File: src/hw/rtl/sdrhdr_pkg.sv
// Shared types and constants for the control header builder.
// Used by sdrhdr_cfg_regs and sdr_control_header_builder; no dependencies.
`timescale 1ns / 1ps

package sdrhdr_pkg;

  localparam int unsigned CFG_IDX_W  = 4;
  localparam int unsigned CFG_DATA_W = 8;
  localparam int unsigned BANK_W     = 4;

  // configuration register indexes
  localparam logic [CFG_IDX_W-1:0] REG_CLOCK_SOURCE       = 4'd0;
  localparam logic [CFG_IDX_W-1:0] REG_SAMPLE_RATE_CODE   = 4'd1;
  localparam logic [CFG_IDX_W-1:0] REG_RX_OPTIONS         = 4'd2;
  localparam logic [CFG_IDX_W-1:0] REG_RX_ANTENNA_BITS    = 4'd3;
  localparam logic [CFG_IDX_W-1:0] REG_TX_ANTENNA_BITS    = 4'd4;
  localparam logic [CFG_IDX_W-1:0] REG_RX_HIGHPASS_SELECT = 4'd5;
  localparam logic [CFG_IDX_W-1:0] REG_TX_LOWPASS_SELECT  = 4'd6;
  localparam logic [CFG_IDX_W-1:0] REG_RX_ATTENUATION     = 4'd7;

  localparam logic [5:0] RX_OPTIONS_RESET = 6'd16;

  // action codes
  localparam logic ACT_ROTATE   = 1'b0;
  localparam logic ACT_EXPLICIT = 1'b1;

  // banks
  localparam logic [BANK_W-1:0] BANK_GENERAL = 4'd0;
  localparam logic [BANK_W-1:0] BANK_TX_FREQ = 4'd1;
  localparam logic [BANK_W-1:0] BANK_RX0_FREQ = 4'd2;
  localparam logic [BANK_W-1:0] BANK_RX1_FREQ = 4'd3;
  localparam logic [BANK_W-1:0] BANK_DRIVE   = 4'd9;
  localparam logic [BANK_W-1:0] BANK_ATTEN   = 4'd10;
  localparam logic [BANK_W-1:0] LAST_BANK    = 4'd10;

  localparam logic [7:0] DRIVE_C2 = 8'h40;
  localparam logic [7:0] ATTEN_C2 = 8'h17;

  // filter band edges in Hz
  localparam logic [31:0] HPF_EDGE_1 = 32'd1500000;
  localparam logic [31:0] HPF_EDGE_2 = 32'd6500000;
  localparam logic [31:0] HPF_EDGE_3 = 32'd9500000;
  localparam logic [31:0] HPF_EDGE_4 = 32'd13000000;
  localparam logic [31:0] HPF_EDGE_5 = 32'd20000000;
  localparam logic [31:0] HPF_EDGE_6 = 32'd50000000;
  localparam logic [31:0] LPF_EDGE_1 = 32'd30000000;
  localparam logic [31:0] LPF_EDGE_2 = 32'd19000000;
  localparam logic [31:0] LPF_EDGE_3 = 32'd14900000;
  localparam logic [31:0] LPF_EDGE_4 = 32'd9900000;
  localparam logic [31:0] LPF_EDGE_5 = 32'd4900000;
  localparam logic [31:0] LPF_EDGE_6 = 32'd3400000;

  typedef struct packed {
    logic [5:0] clock_source;
    logic [1:0] sample_rate_code;
    logic [5:0] rx_options;
    logic [7:0] rx_antenna_bits;
    logic [7:0] tx_antenna_bits;
    logic [6:0] rx_highpass_select;
    logic [6:0] tx_lowpass_select;
    logic [4:0] rx_attenuation;
  } sdrhdr_cfg_t;

  typedef struct packed {
    logic              action;
    logic [BANK_W-1:0] bank_number;
    logic              ptt_on;
    logic [31:0]       tx_frequency;
    logic [31:0]       rx0_frequency;
    logic [31:0]       rx1_frequency;
    logic [7:0]        drive_level;
  } sdrhdr_req_t;

  typedef struct packed {
    logic [7:0]        c0_command;
    logic [7:0]        c1_byte;
    logic [7:0]        c2_byte;
    logic [7:0]        c3_byte;
    logic [7:0]        c4_byte;
    logic [BANK_W-1:0] bank_used;
  } sdrhdr_rsp_t;

endpackage

File: src/hw/rtl/sdrhdr_cfg_regs.sv
// Configuration register file for the control header builder.
// Depends on sdrhdr_pkg; writes to unknown indexes are dropped.
`timescale 1ns / 1ps

module sdrhdr_cfg_regs import sdrhdr_pkg::*; (
  input  logic                  clk_i,
  input  logic                  rst_ni,
  input  logic                  cfg_valid_i,
  input  logic [CFG_IDX_W-1:0]  cfg_index_i,
  input  logic [CFG_DATA_W-1:0] cfg_data_i,
  output sdrhdr_cfg_t           cfg_o
);

  sdrhdr_cfg_t cfg_q, cfg_d;

  always_comb begin
    cfg_d = cfg_q;
    if (cfg_valid_i) begin
      case (cfg_index_i)
        REG_CLOCK_SOURCE:       cfg_d.clock_source       = cfg_data_i[5:0];
        REG_SAMPLE_RATE_CODE:   cfg_d.sample_rate_code   = cfg_data_i[1:0];
        REG_RX_OPTIONS:         cfg_d.rx_options         = cfg_data_i[5:0];
        REG_RX_ANTENNA_BITS:    cfg_d.rx_antenna_bits    = cfg_data_i;
        REG_TX_ANTENNA_BITS:    cfg_d.tx_antenna_bits    = cfg_data_i;
        REG_RX_HIGHPASS_SELECT: cfg_d.rx_highpass_select = cfg_data_i[6:0];
        REG_TX_LOWPASS_SELECT:  cfg_d.tx_lowpass_select  = cfg_data_i[6:0];
        REG_RX_ATTENUATION:     cfg_d.rx_attenuation     = cfg_data_i[4:0];
        default: ;
      endcase
    end
  end

  always_ff @(posedge clk_i or negedge rst_ni) begin
    if (!rst_ni) begin
      cfg_q <= '{clock_source:       '0,
                 sample_rate_code:   '0,
                 rx_options:         RX_OPTIONS_RESET,
                 rx_antenna_bits:    '0,
                 tx_antenna_bits:    '0,
                 rx_highpass_select: '0,
                 tx_lowpass_select:  '0,
                 rx_attenuation:     '0};
    end else begin
      cfg_q <= cfg_d;
    end
  end

  assign cfg_o = cfg_q;

endmodule

File: src/hw/rtl/sdr_control_header_builder.sv
// Top level of the control header builder: request register, encoder, result register.
// Depends on sdrhdr_pkg and sdrhdr_cfg_regs.
`timescale 1ns / 1ps

// Each accepted request yields one five-byte control header (C0..C4) plus the
// bank that was encoded. Requests are taken one per clock while in_stall_o
// is low; each request is held in the request register, then encoded
// into the result register that drives the output, and both stages hold
// under out_stall_i. Action 0 advances the rotating bank (1..10, then 0) at
// acceptance; action 1 encodes the given bank.
// Configuration writes are always ready and take effect on the next cycle;
// write them only while no request is in flight.
module sdr_control_header_builder import sdrhdr_pkg::*; (
  input  logic                  clk_i,
  input  logic                  rst_ni,
  input  logic                  cfg_valid_i,
  output logic                  cfg_ready_o,
  input  logic [CFG_IDX_W-1:0]  cfg_index_i,
  input  logic [CFG_DATA_W-1:0] cfg_data_i,
  input  logic                  in_valid_i,
  output logic                  in_stall_o,
  input  sdrhdr_req_t           in_req_i,
  output logic                  out_valid_o,
  input  logic                  out_stall_i,
  output sdrhdr_rsp_t           out_rsp_o
);

  typedef struct packed {
    logic [BANK_W-1:0] bank;
    logic              ptt;
    logic [31:0]       txf;
    logic [31:0]       rx0;
    logic [31:0]       rx1;
    logic [7:0]        drive;
  } sdrhdr_stage_t;

  function automatic logic [6:0] auto_highpass(input logic [31:0] f);
    logic [6:0] r;
    if (f < HPF_EDGE_1)      r = 7'h20;
    else if (f < HPF_EDGE_2) r = 7'h10;
    else if (f < HPF_EDGE_3) r = 7'h08;
    else if (f < HPF_EDGE_4) r = 7'h04;
    else if (f < HPF_EDGE_5) r = 7'h01;
    else if (f < HPF_EDGE_6) r = 7'h02;
    else                     r = 7'h40;
    return r;
  endfunction

  function automatic logic [6:0] auto_lowpass(input logic [31:0] f);
    logic [6:0] r;
    if (f > LPF_EDGE_1)      r = 7'h10;
    else if (f > LPF_EDGE_2) r = 7'h20;
    else if (f > LPF_EDGE_3) r = 7'h40;
    else if (f > LPF_EDGE_4) r = 7'h01;
    else if (f > LPF_EDGE_5) r = 7'h02;
    else if (f > LPF_EDGE_6) r = 7'h04;
    else                     r = 7'h08;
    return r;
  endfunction

  sdrhdr_cfg_t cfg;

  sdrhdr_cfg_regs u_cfg_regs (
    .clk_i       (clk_i),
    .rst_ni      (rst_ni),
    .cfg_valid_i (cfg_valid_i),
    .cfg_index_i (cfg_index_i),
    .cfg_data_i  (cfg_data_i),
    .cfg_o       (cfg)
  );

  assign cfg_ready_o = 1'b1;

  logic              s1_valid_q, s1_valid_d;
  logic              s2_valid_q, s2_valid_d;
  logic [BANK_W-1:0] rot_q, rot_d, rot_next;
  sdrhdr_stage_t     s1_q, s1_d;
  sdrhdr_rsp_t       s2_q, s2_d;
  logic              s2_adv, in_acc;

  assign s2_adv     = !s2_valid_q || !out_stall_i;
  assign in_stall_o = s1_valid_q && !s2_adv;
  assign in_acc     = in_valid_i && !in_stall_o;
  assign rot_next   = (rot_q == LAST_BANK) ? BANK_GENERAL : rot_q + 4'd1;

  always_comb begin
    rot_d      = rot_q;
    s1_valid_d = s2_adv ? 1'b0 : s1_valid_q;
    s2_valid_d = s2_adv ? s1_valid_q : s2_valid_q;
    s1_d.ptt   = in_req_i.ptt_on;
    s1_d.txf   = in_req_i.tx_frequency;
    s1_d.rx0   = in_req_i.rx0_frequency;
    s1_d.rx1   = in_req_i.rx1_frequency;
    s1_d.drive = in_req_i.drive_level;
    s1_d.bank  = in_req_i.bank_number;
    if (in_acc) begin
      s1_valid_d = 1'b1;
      if (in_req_i.action == ACT_ROTATE) begin
        rot_d     = rot_next;
        s1_d.bank = rot_next;
      end
    end
  end

  // encoder
  always_comb begin
    s2_d            = '0;
    s2_d.bank_used  = s1_q.bank;
    s2_d.c0_command = {3'b000, s1_q.bank, s1_q.ptt};
    case (s1_q.bank)
      BANK_GENERAL: begin
        s2_d.c1_byte = {cfg.clock_source, cfg.sample_rate_code};
        s2_d.c3_byte = {3'b000, cfg.rx_options[2:0], 2'b00} | cfg.rx_antenna_bits;
        s2_d.c4_byte = {4'b0000, cfg.rx_options[3], cfg.rx_options[4], 2'b00}
                       | cfg.tx_antenna_bits;
      end
      BANK_TX_FREQ: begin
        {s2_d.c1_byte, s2_d.c2_byte, s2_d.c3_byte, s2_d.c4_byte} = s1_q.txf;
      end
      BANK_RX0_FREQ: begin
        {s2_d.c1_byte, s2_d.c2_byte, s2_d.c3_byte, s2_d.c4_byte} = s1_q.rx0;
      end
      BANK_RX1_FREQ: begin
        {s2_d.c1_byte, s2_d.c2_byte, s2_d.c3_byte, s2_d.c4_byte} = s1_q.rx1;
      end
      BANK_DRIVE: begin
        s2_d.c1_byte = (cfg.rx_options[5] && !s1_q.ptt) ? 8'h00 : s1_q.drive;
        s2_d.c2_byte = DRIVE_C2;
        s2_d.c3_byte = {1'b0, (cfg.rx_highpass_select != 7'd0) ?
                              cfg.rx_highpass_select : auto_highpass(s1_q.rx0)};
        s2_d.c4_byte = {1'b0, (cfg.tx_lowpass_select != 7'd0) ?
                              cfg.tx_lowpass_select : auto_lowpass(s1_q.txf)};
      end
      BANK_ATTEN: begin
        s2_d.c2_byte = ATTEN_C2;
        s2_d.c4_byte = {3'b000, cfg.rx_attenuation};
      end
      default: ;
    endcase
  end

  always_ff @(posedge clk_i or negedge rst_ni) begin
    if (!rst_ni) begin
      s1_valid_q <= 1'b0;
      s2_valid_q <= 1'b0;
      rot_q      <= BANK_GENERAL;
    end else begin
      s1_valid_q <= s1_valid_d;
      s2_valid_q <= s2_valid_d;
      rot_q      <= rot_d;
    end
  end

  always_ff @(posedge clk_i) begin
    if (in_acc) begin
      s1_q <= s1_d;
    end
    if (s2_adv && s1_valid_q) begin
      s2_q <= s2_d;
    end
  end

  assign out_valid_o = s2_valid_q;
  assign out_rsp_o   = s2_q;

  // terse checks
  a_rot_range: assert property (@(posedge clk_i) disable iff (!rst_ni)
    rot_q <= LAST_BANK)
    else $error("rotating bank out of range");

  a_rot_step: assert property (@(posedge clk_i) disable iff (!rst_ni)
    in_acc && (in_req_i.action == ACT_ROTATE) |=> s1_q.bank == $past(rot_next))
    else $error("rotating bank not used for request");

  a_c0_bank: assert property (@(posedge clk_i) disable iff (!rst_ni)
    out_valid_o |-> (out_rsp_o.c0_command[4:1] == out_rsp_o.bank_used) &&
                    (out_rsp_o.c0_command[7:5] == 3'b000))
    else $error("C0 does not match bank");

  a_s1_hold: assert property (@(posedge clk_i) disable iff (!rst_ni)
    s1_valid_q && !s2_adv |=> s1_valid_q && $stable(s1_q))
    else $error("request stage lost while stalled");

  a_upper_zero: assert property (@(posedge clk_i) disable iff (!rst_ni)
    out_valid_o && (out_rsp_o.bank_used > LAST_BANK) |->
      (out_rsp_o.c1_byte == 8'h00) && (out_rsp_o.c2_byte == 8'h00) &&
      (out_rsp_o.c3_byte == 8'h00) && (out_rsp_o.c4_byte == 8'h00))
    else $error("unused bank carries data");

endmodule
File: config.mk
export PLATFORM = sky130hd
export DESIGN_NAME = sdr_control_header_builder
export DESIGN_NICKNAME = d
export VERILOG_FILES = /design/src/hw/rtl/sdrhdr_pkg.sv /design/src/hw/rtl/sdrhdr_cfg_regs.sv /design/src/hw/rtl/sdr_control_header_builder.sv
export SDC_FILE = /design/constraint.sdc
export NUM_CORES = 1
export LEC_CHECK = 0
export ABC_AREA = 1
export ABC_CLOCK_PERIOD_IN_PS = 5320
export BUFFER_PORTS_ARGS = -buffer_cell sky130_fd_sc_hd__buf_4
export CAP_MARGIN = 20
export CELL_PAD_IN_SITES_DETAIL_PLACEMENT = 0
export CELL_PAD_IN_SITES_GLOBAL_PLACEMENT = 1
export CORE_MARGIN = 3
export CORE_UTILIZATION = 46
export CTS_CLUSTER_DIAMETER = 30
export CTS_CLUSTER_SIZE = 16
export DETAILED_ROUTE_END_ITERATION = 7
export PLACE_DENSITY_LB_ADDON = 0.1
export SYNTH_ARGS = -nofsm -noshare
export SYNTH_HDL_FRONTEND = slang
export SYNTH_HIERARCHICAL = 1
export SYNTH_SLANG_ARGS = --single-unit
File: constraint.sdc
create_clock -name clk_i -period 5.32 [get_ports clk_i]
set_input_delay 1.064 -clock clk_i [delete_from_list [all_inputs] [get_ports clk_i]]
set_output_delay 1.064 -clock clk_i [all_outputs]
set_load 0.03 [all_outputs]
==> results.cfg, run 1 <==
[place]
place_congestion = 0.921
dp_hpwl_mm = 20.8
place_ws_ps = 2140
portBuffers = 169

[floorplan]
fp.dieW_um = 151
start_util_pct = 47.2
die_h_um = 151
die_area_um2 = 22800
coreArea_um2 = 20400
rows = 52
ios = 174

[route]
vias = 8138
routed_wl_mm = 28.9
ant_nets = 0
drcViolationCount = 0
vias_per_cell = 5.28
drtIter0Drc = 679
dr.pass1.iters = 5
wire_per_inst_um = 18.7

[critical_path]
critPathCapture = s1_q[85]
rr_endpoint = s1_q[85]
path_depth = 7
worstSetupPathType = in2reg
required_ps = 5480
worstSetupStartpointType = primary input
r2r_slack_ps = 2900
critPathTopFamily = buffers and inverters
path_cells = buf_4, nand2_1, nor2_1, inv_1, nand2_1, inv_4, buf_4
crit_buf_inv = 4
crit_start = out_stall_i
reg2reg_depth = 6
crit_path_top_delay_cell = inv_4
cp_max_fo = 80
timing.rr.start = out_valid_o
arrival_ps = 2780
cp_slowest_stage_delay_ps = 750
endpoint_kind = flip-flop

[synthesis]
ys_types = 44
synth_cells = 1047
synth_area_per_cell_um2 = 9.22
yosysTopAreaCellShare_pct = 45.4
synth_seq_cells = 201
ys_seq_area_share_pct = 59.7
synth-warning-count = 6
synth_area_leaders = edfxtp_1 (45%), dfrtp_1 (14%), nand2_1 (13%), nor2_1 (3.9%), nand3_1 (3.8%)
syn_area_um2 = 9650
yosysTopAreaCell = edfxtp_1

[power_and_ir_drop]
power_density_nw_per_um2 = 429
p_leak_nw = 5.54
ir_drop_uv = 296

[finish]
area_delta_synth_final_pct = 30.5
antenna_cells = 0
nets = 1365
drive_above_1_share_pct = 23.1
utilization_pct = 61.6

[sta]
hold_viol = 0
drv_slew = 0
fin_tns_setup_ps = 0
rsz0062_at_grt = no
layout_setup_ws_ps = 2700
tightest_slew_ps = 1040
setup_violations = 0
period_needed_ps = 2620
skew_ps = 35.5
min_period_over_period_pct = 49.2
clock.fmax_ghz = 0.382
maxSlewHeadroom_pct = 30.3

[global_route]
grtUsageTotal_pct = 25.3
grt_max_degree = 81
antenna_found_initial = 0
overflow = 0
grt_first_pass_wirelength_mm = 43.8
grt_pass1_vias = 7817

[cts]
htree_levels = 2
post_cts.repair.setup_buffers = 0
cts_root_buf = clkbuf_16
cts_buffers = 42
clock_path_buffers = 3
cts_hold_buf = 0
cts-resized-gates = 0
clk_latency_ps = 540
cts_tree = built
clock-sinks = 201
clkSlewWorstSetupHoldPaths_ps = 50

[job]
max_cap_viol_count = 0

[status]
status = complete, no violations

[worst_hold_path]
hp-class = reg2reg
-- worst register-to-register path: cells and delay by family, from the launching register on --
kind,cells,cell delay [ps]
flip-flops,1,420
AND/OR/NAND/NOR,3,260
buffers and inverters,3,1350
-- cells in the final DEF, fill, tap and decap left out, types with 2 or more instances in the layout --
cell type,n
nand3_1,73
a221oi_1,9
o21bai_1,15
clkinv_4,4
clkbuf_8,2
o221ai_1,8
nand3b_1,2
o211ai_1,4
dfrtp_1,54
conb_1,4
a22oi_1,7
a21oi_1,19
inv_2,23
nor3_1,11
bufinv_16,2
buf_4,172
nor2_2,12
o21ai_0,23
nor2_4,7
clkinv_2,5
o2111ai_1,9
nand2_2,5
clkinv_16,2
edfxtp_1,146
nor2_1,100
clkbuf_1,3
a22o_1,2
clkinvlp_4,3
nand2_1,337
a211oi_1,2
o22ai_1,4
nand4_1,24
o21ai_1,10
clkbuf_16,46
inv_6,2
inv_1,95
clkinv_1,10
-- final cells by class --
class                   instances  area (µm²)
inverters                     121         457
fillers                      1794        7840
clock buffers                  51        1190
well taps                     270         338
multi-input cells             700        3290
repair buffers                172        1290
clock inverters                27         267
flip-flops and latches        201        5760
-- how the worst min path moves through the flow --
stage | endpoint | cells after the start | from
2_1_floorplan | out_rsp_o[36] | 0 | s1_q[104]
3_3_place_gp | out_rsp_o[36] | 0 | s1_q[104]
3_5_place_dp | out_rsp_o[36] | 0 | s1_q[104]
4_1_cts | out_rsp_o[36] | 0 | s1_q[104]
5_1_grt | out_rsp_o[36] | 0 | s1_q[104]
6_report | out_rsp_o[36] | 0 | s1_q[104]
-- metal layers --
metal | global-route usage [%] | vias up | part of all wire, %
met4 | 8.16 | 0 | 2.9
met2 | 38.6 | 331 | 45
met5 | 0 | - | 0
met3 | 4.13 | 64 | 7.0
li1 | - | 3911 | -
met1 | 37.2 | 3832 | 45
-- metrics by stage --
step	area [µm²]	hold slack (ps)	power, mW	std cells
4_1_cts	12600	451	5.44	1542
3_3_place_gp	11100	433	2.83	1464
5_1_grt	12600	456	5.62	1542
2_1_floorplan	9660	429	2.52	1049
3_5_place_dp	11100	449	2.84	1464
6_report	12600	450	5.41	1542
-- Yosys cell counts --
cell / n
nor4_1: 1
buf_2: 11
buf_6: 1
clkinv_1: 2
a21oi_2: 1
conb_1: 2
nor3_2: 1
o21a_1: 1
o21bai_1: 15
buf_4: 11
edfxtp_1: 146
and2_1: 1
a211oi_1: 2
nor3_1: 11
nand2_4: 1
o221ai_1: 8
a22oi_1: 7
nand2_1: 337
nor2_4: 7
or2_1: 1
o2bb2ai_1: 1
nor2_1: 100
clkbuf_1: 4
o2111ai_1: 9
a22o_1: 2
a21oi_1: 20
o21ai_0: 23
and3_1: 1
nand2_2: 5
inv_2: 23
o21ai_1: 10
nand3_4: 1
nand3_2: 1
nand3b_1: 2
dfrtp_1: 54
o22ai_1: 4
inv_1: 96
a21boi_0: 1
nand3_1: 73
a221oi_1: 9
dfstp_2: 1
o211ai_1: 4
nor2_2: 12
nand4_1: 24
-- registers in the layout, indices dropped and copies added, names as in the netlist --
signal and cells:
s1_q 109, rot_q 4, u_cfg_regs/cfg_o 49, out_valid_o 1
out_rsp_o 37, s1_valid_q 1
-- report_power, final --
group / internal, mW / switching [mW]
logic: 0.264 / 0.481
registers: 1.94 / 0.139
clock network: 1.70 / 0.883
-- kinds of logic (layout without fill, tap and decap cells) --
logic type	after synthesis	count (layout)	synth area share, %
other	2	4	0.0778
buffers and inverters	148	371	6.40
AO/OA/AOI/OAI	117	117	8.06
flip-flops	201	201	59.7
AND/OR/NAND/NOR	579	579	25.7
Note: power is estimated with default switching activity, not from simulation.
==> inputs of run 2 (changes only) <==
ABC_CLOCK_PERIOD_IN_PS = 2500   (was 5320)
CORE_UTILIZATION = 43   (was 46)
clock period = 2.5 ns   (was 5.32 ns; I/O delays follow)
==> results.cfg, run 2 (synthesis results as in run 1) <==
[status]
status = complete, no violations

[sta]
min_period_over_period_pct = 82.0
rsz0062_at_grt = no
drv_slew = 0
setup_violations = 0
clock.fmax_ghz = 0.488
skew_ps = 17.2
fin_tns_setup_ps = 0
period_needed_ps = 2050
tightest_slew_ps = 727
hold_viol = 0
layout_setup_ws_ps = 449
maxSlewHeadroom_pct = 51.5

[critical_path]
worstSetupPathType = reg2reg
crit_start = s1_q[105]
crit_buf_inv = 3
timing.rr.start = s1_q[105]
cp_max_fo = 11
endpoint_kind = flip-flop
path_cells = inv_1, nand3_1, inv_1, buf_4, a221oi_1, o21ai_0
critPathCapture = out_rsp_o[19]
rr_endpoint = out_rsp_o[19]
path_common_cell = inv_1
critPathTopFamily = buffers and inverters
reg2reg_depth = 6
crit_path_top_delay_cell = edfxtp_1
cp_slowest_stage_delay_ps = 390
required_ps = 2760
path_depth = 6
r2r_slack_ps = 450
arrival_ps = 2310
worstSetupStartpointType = flip-flop

[route]
routed_wl_mm = 29.7
wire_per_inst_um = 19.0
ant_nets = 0
dr.pass1.iters = 6
vias = 8174
drcViolationCount = 0
drtIter0Drc = 690
vias_per_cell = 5.24

[finish]
final_cell_mix = nand2_1 (335), buf_4 (177), edfxtp_1 (146)
antenna_cells = 0
ff_latch_area_um2 = 5760
final_common_cell = nand2_1
regMostFlops = s1_q
largest_reg_flops = 109
nets = 1373
design_area_um2 = 12800
drive_above_1_share_pct = 24.4
multi_input_area_um2 = 3310
nFillCells = 1985
area_delta_synth_final_pct = 32.2

[power_and_ir_drop]
p_sw_share_pct = 27.6
p_sw_mw = 3.28
p_seq_share_pct = 37.3
power.total_mw = 11.9
p_int_mw = 8.60
ir_drop_uv = 712
p_leak_nw = 5.61
power_density_nw_per_um2 = 931
power_frac_clock_pct = 49.1
p_comb_share_pct = 13.6

[worst_hold_path]
hp-class = in2async

[floorplan]
start_util_pct = 43.9
fp.dieW_um = 156
ios = 174
rows = 54
die_h_um = 156
die_area_um2 = 24300
coreArea_um2 = 22000

[place]
portBuffers = 169
placed_area_um2 = 11200
place_ws_ps = 440
dp_hpwl_mm = 21.3
place_congestion = 0.928

[global_route]
antenna_found_initial = 0
grt_max_degree = 110
grtUsageTotal_pct = 24.2
grt_first_pass_wirelength_mm = 45.0
overflow = 0
grt_pass1_vias = 7943

[cts]
clock-sinks = 201
cts_root_buf = clkbuf_16
clock_path_buffers = 3
post_cts.repair.setup_buffers = 0
htree_levels = 2
cts_buffers = 44
clkSlewWorstSetupHoldPaths_ps = 50
cts_hold_buf = 0
clk_latency_ps = 530
cts_tree = built
cts-resized-gates = 0

[job]
max_cap_viol_count = 0
-- run 2: worst min path at each step --
stage               startpoint                   end  slack, ps  depth (start not counted)
global placement     s1_q[104]         out_rsp_o[36]        450                          0
detailed placement   s1_q[104]         out_rsp_o[36]        450                          0
global route            rst_ni  u_cfg_regs/cfg_o[47]         90                          1
CTS                     rst_ni  u_cfg_regs/cfg_o[47]         50                          1
finish                  rst_ni   u_cfg_regs/cfg_o[0]         40                          1
floorplan               rst_ni           out_valid_o        200                          0
-- run 2: layout make-up --
cell class / instances / area share (%)
Clock buffer: 52 / 9.18
Sequential cell: 201 / 45.2
Clock inverter: 29 / 2.79
Inverter: 121 / 3.59
Tap cell: 280 / 2.75
Multi-Input combinational cell: 700 / 26.0
Timing Repair Buffer: 178 / 10.6
-- run 2: per-layer routing --
layer | up-vias | share of wire, % | track usage (%)
met2 | 341 | 44 | 36.7
met3 | 47 | 8.2 | 5.35
met5 | - | 0 | 0
met4 | 0 | 2.1 | 6.35
li1 | 3933 | - | -
met1 | 3853 | 45 | 35.5
-- run 2: per-stage QoR --
| step | util, % | hold slack, ps | std cells |
|---|---|---|---|
| floorplan | - | 204 | 1049 |
| global placement | 51.2 | 446 | 1480 |
| detailed placement | 51.2 | 450 | 1480 |
| CTS | 58.1 | 48.6 | 1561 |
| global route | 58.1 | 87.6 | 1561 |
| finish | 58.1 | 36.6 | 1561 |
-- run 2: power groups by stage --
stage          Combinational [mW]  Clock (mW)  Sequential [mW]
2_1_floorplan               0.808           0             4.56
3_3_place_gp                 1.60           0             4.49
3_5_place_dp                 1.61           0             4.48
4_1_cts                      1.62        5.93             4.43
5_1_grt                      1.78        6.12             4.48
6_report                     1.61        5.84             4.43
==> inputs of run 3 (changes only) <==
ABC_CLOCK_PERIOD_IN_PS = 1900   (was 2500)
clock period = 1.9 ns   (was 2.5 ns; I/O delays follow)
==> results.cfg, run 3 (synthesis results as in run 1) <==
[status]
status = complete, no violations

[power_and_ir_drop]
p_leak_nw = 5.96
ir_drop_uv = 908
power_density_nw_per_um2 = 1190

[floorplan]
start_util_pct = 43.9
ios = 174
rows = 54
fp.dieW_um = 156
die_area_um2 = 24300
coreArea_um2 = 22000
die_h_um = 156

[place]
dp_hpwl_mm = 23.3
place_ws_ps = -54.1
place_congestion = 0.914
portBuffers = 169
place_inst = 1531

[cts]
clk_latency_ps = 530
cts_root_buf = clkbuf_16
htree_levels = 2
cts_buffers = 45
clock_path_buffers = 3
cts_tree = built
clkSlewWorstSetupHoldPaths_ps = 50
clock-sinks = 201

[finish]
final_common_cell = nand2_1
nets = 1437
largest_reg_flops = 109
area_delta_synth_final_pct = 39.1
regMostFlops = s1_q
stdcell_count = 1627
drive_above_1_share_pct = 29.6
final_cell_mix = nand2_1 (330), buf_4 (231), edfxtp_1 (146)
utilization_pct = 61.2
antenna_cells = 0

[critical_path]
worstSetupPathType = reg2reg
cp_max_fo = 7
endpoint_kind = flip-flop
reg2reg_depth = 10
worstSetupStartpointType = flip-flop
arrival_ps = 2140
required_ps = 2180
r2r_slack_ps = 40

[job]
max_cap_viol_count = 0

[route]
vias_per_cell = 5.19
vias = 8438
ant_nets = 0
dr.pass1.iters = 5
wire_per_inst_um = 19.1
drtIter0Drc = 523
drcViolationCount = 0
routed_wl_mm = 31.1

[sta]
setup_violations = 0
period_needed_ps = 1860
holdWs_ps = 21.4
rsz0062_at_grt = yes
layout_setup_ws_ps = 36.5
fin_tns_setup_ps = 0
skew_ps = 21.9
drv_slew = 0
clock.fmax_ghz = 0.537
min_period_over_period_pct = 98.1
hold_viol = 0

[worst_hold_path]
hold_depth = 1
hp-class = in2reg

[global_route]
grtUsageTotal_pct = 25.5
antenna_found_initial = 0
overflow = 0
grt_pass1_vias = 8406
grt_max_degree = 42
grt_first_pass_wirelength_mm = 47.2
run 3: path summary, 6_finish.rpt:
path	startpoint	to
max	s1_q[91]	out_rsp_o[4]
min	in_req_i[9]	s1_q[9]
max reg2reg	s1_q[91]	out_rsp_o[4]
min reg2reg	s1_q[104]	out_rsp_o[36]
max in group asynchronous	rst_ni	u_cfg_regs/cfg_o[39]
min in group asynchronous	rst_ni	u_cfg_regs/cfg_o[0]
run 3: layout make-up:
type                       count  area [µm²]
timing repair buffer         241        1910
inverter                     121         463
multi-input combinational    700        3380
fill                        1916        8530
tap                          280         350
clock inverter                36         403
clock buffer                  48        1160
sequential                   201        5760
run 3: routing by layer:
layer	up-vias	wire length [µm]	GRT usage, %
met2	296	14600	41.1
met3	47	1990	4.58
met1	4020	13900	36.0
li1	4075	-	-
met5	-	0	0
met4	0	574	6.27
run 3: critical path, stage by stage (launching register included):
cell and delay, ps:
edfxtp_1 520, nor2_2 260, nand2_1 110, nor3_2 150, nand2_1 110, nand2_1 60
o21ai_1 90, nand3b_1 120, nand2_1 60, nand2_1 80, nand2_1 60
run 3: through the flow:
step	power [mW]	cell area (µm²)
final	16.0	13400
after global routing	16.7	13400
after CTS	16.1	13300
after detailed placement	8.20	11700
after global placement	8.19	11700
after floorplan	7.07	9680
run 3: power breakdown:
group	internal [mW]	switching [mW]
Sequential	5.42	0.397
Clock	5.26	2.56
Combinational	0.923	1.46
Total	11.6	4.42
run 3: repair_timing:
action,CTS,global route
cloned,0,0
endpoints found under the setup margin,2,13
pin swaps,0,5
hold buffers,1,0
endpoints found under the hold margin,29,0
buffers inserted,4,7
resized for setup,1,28
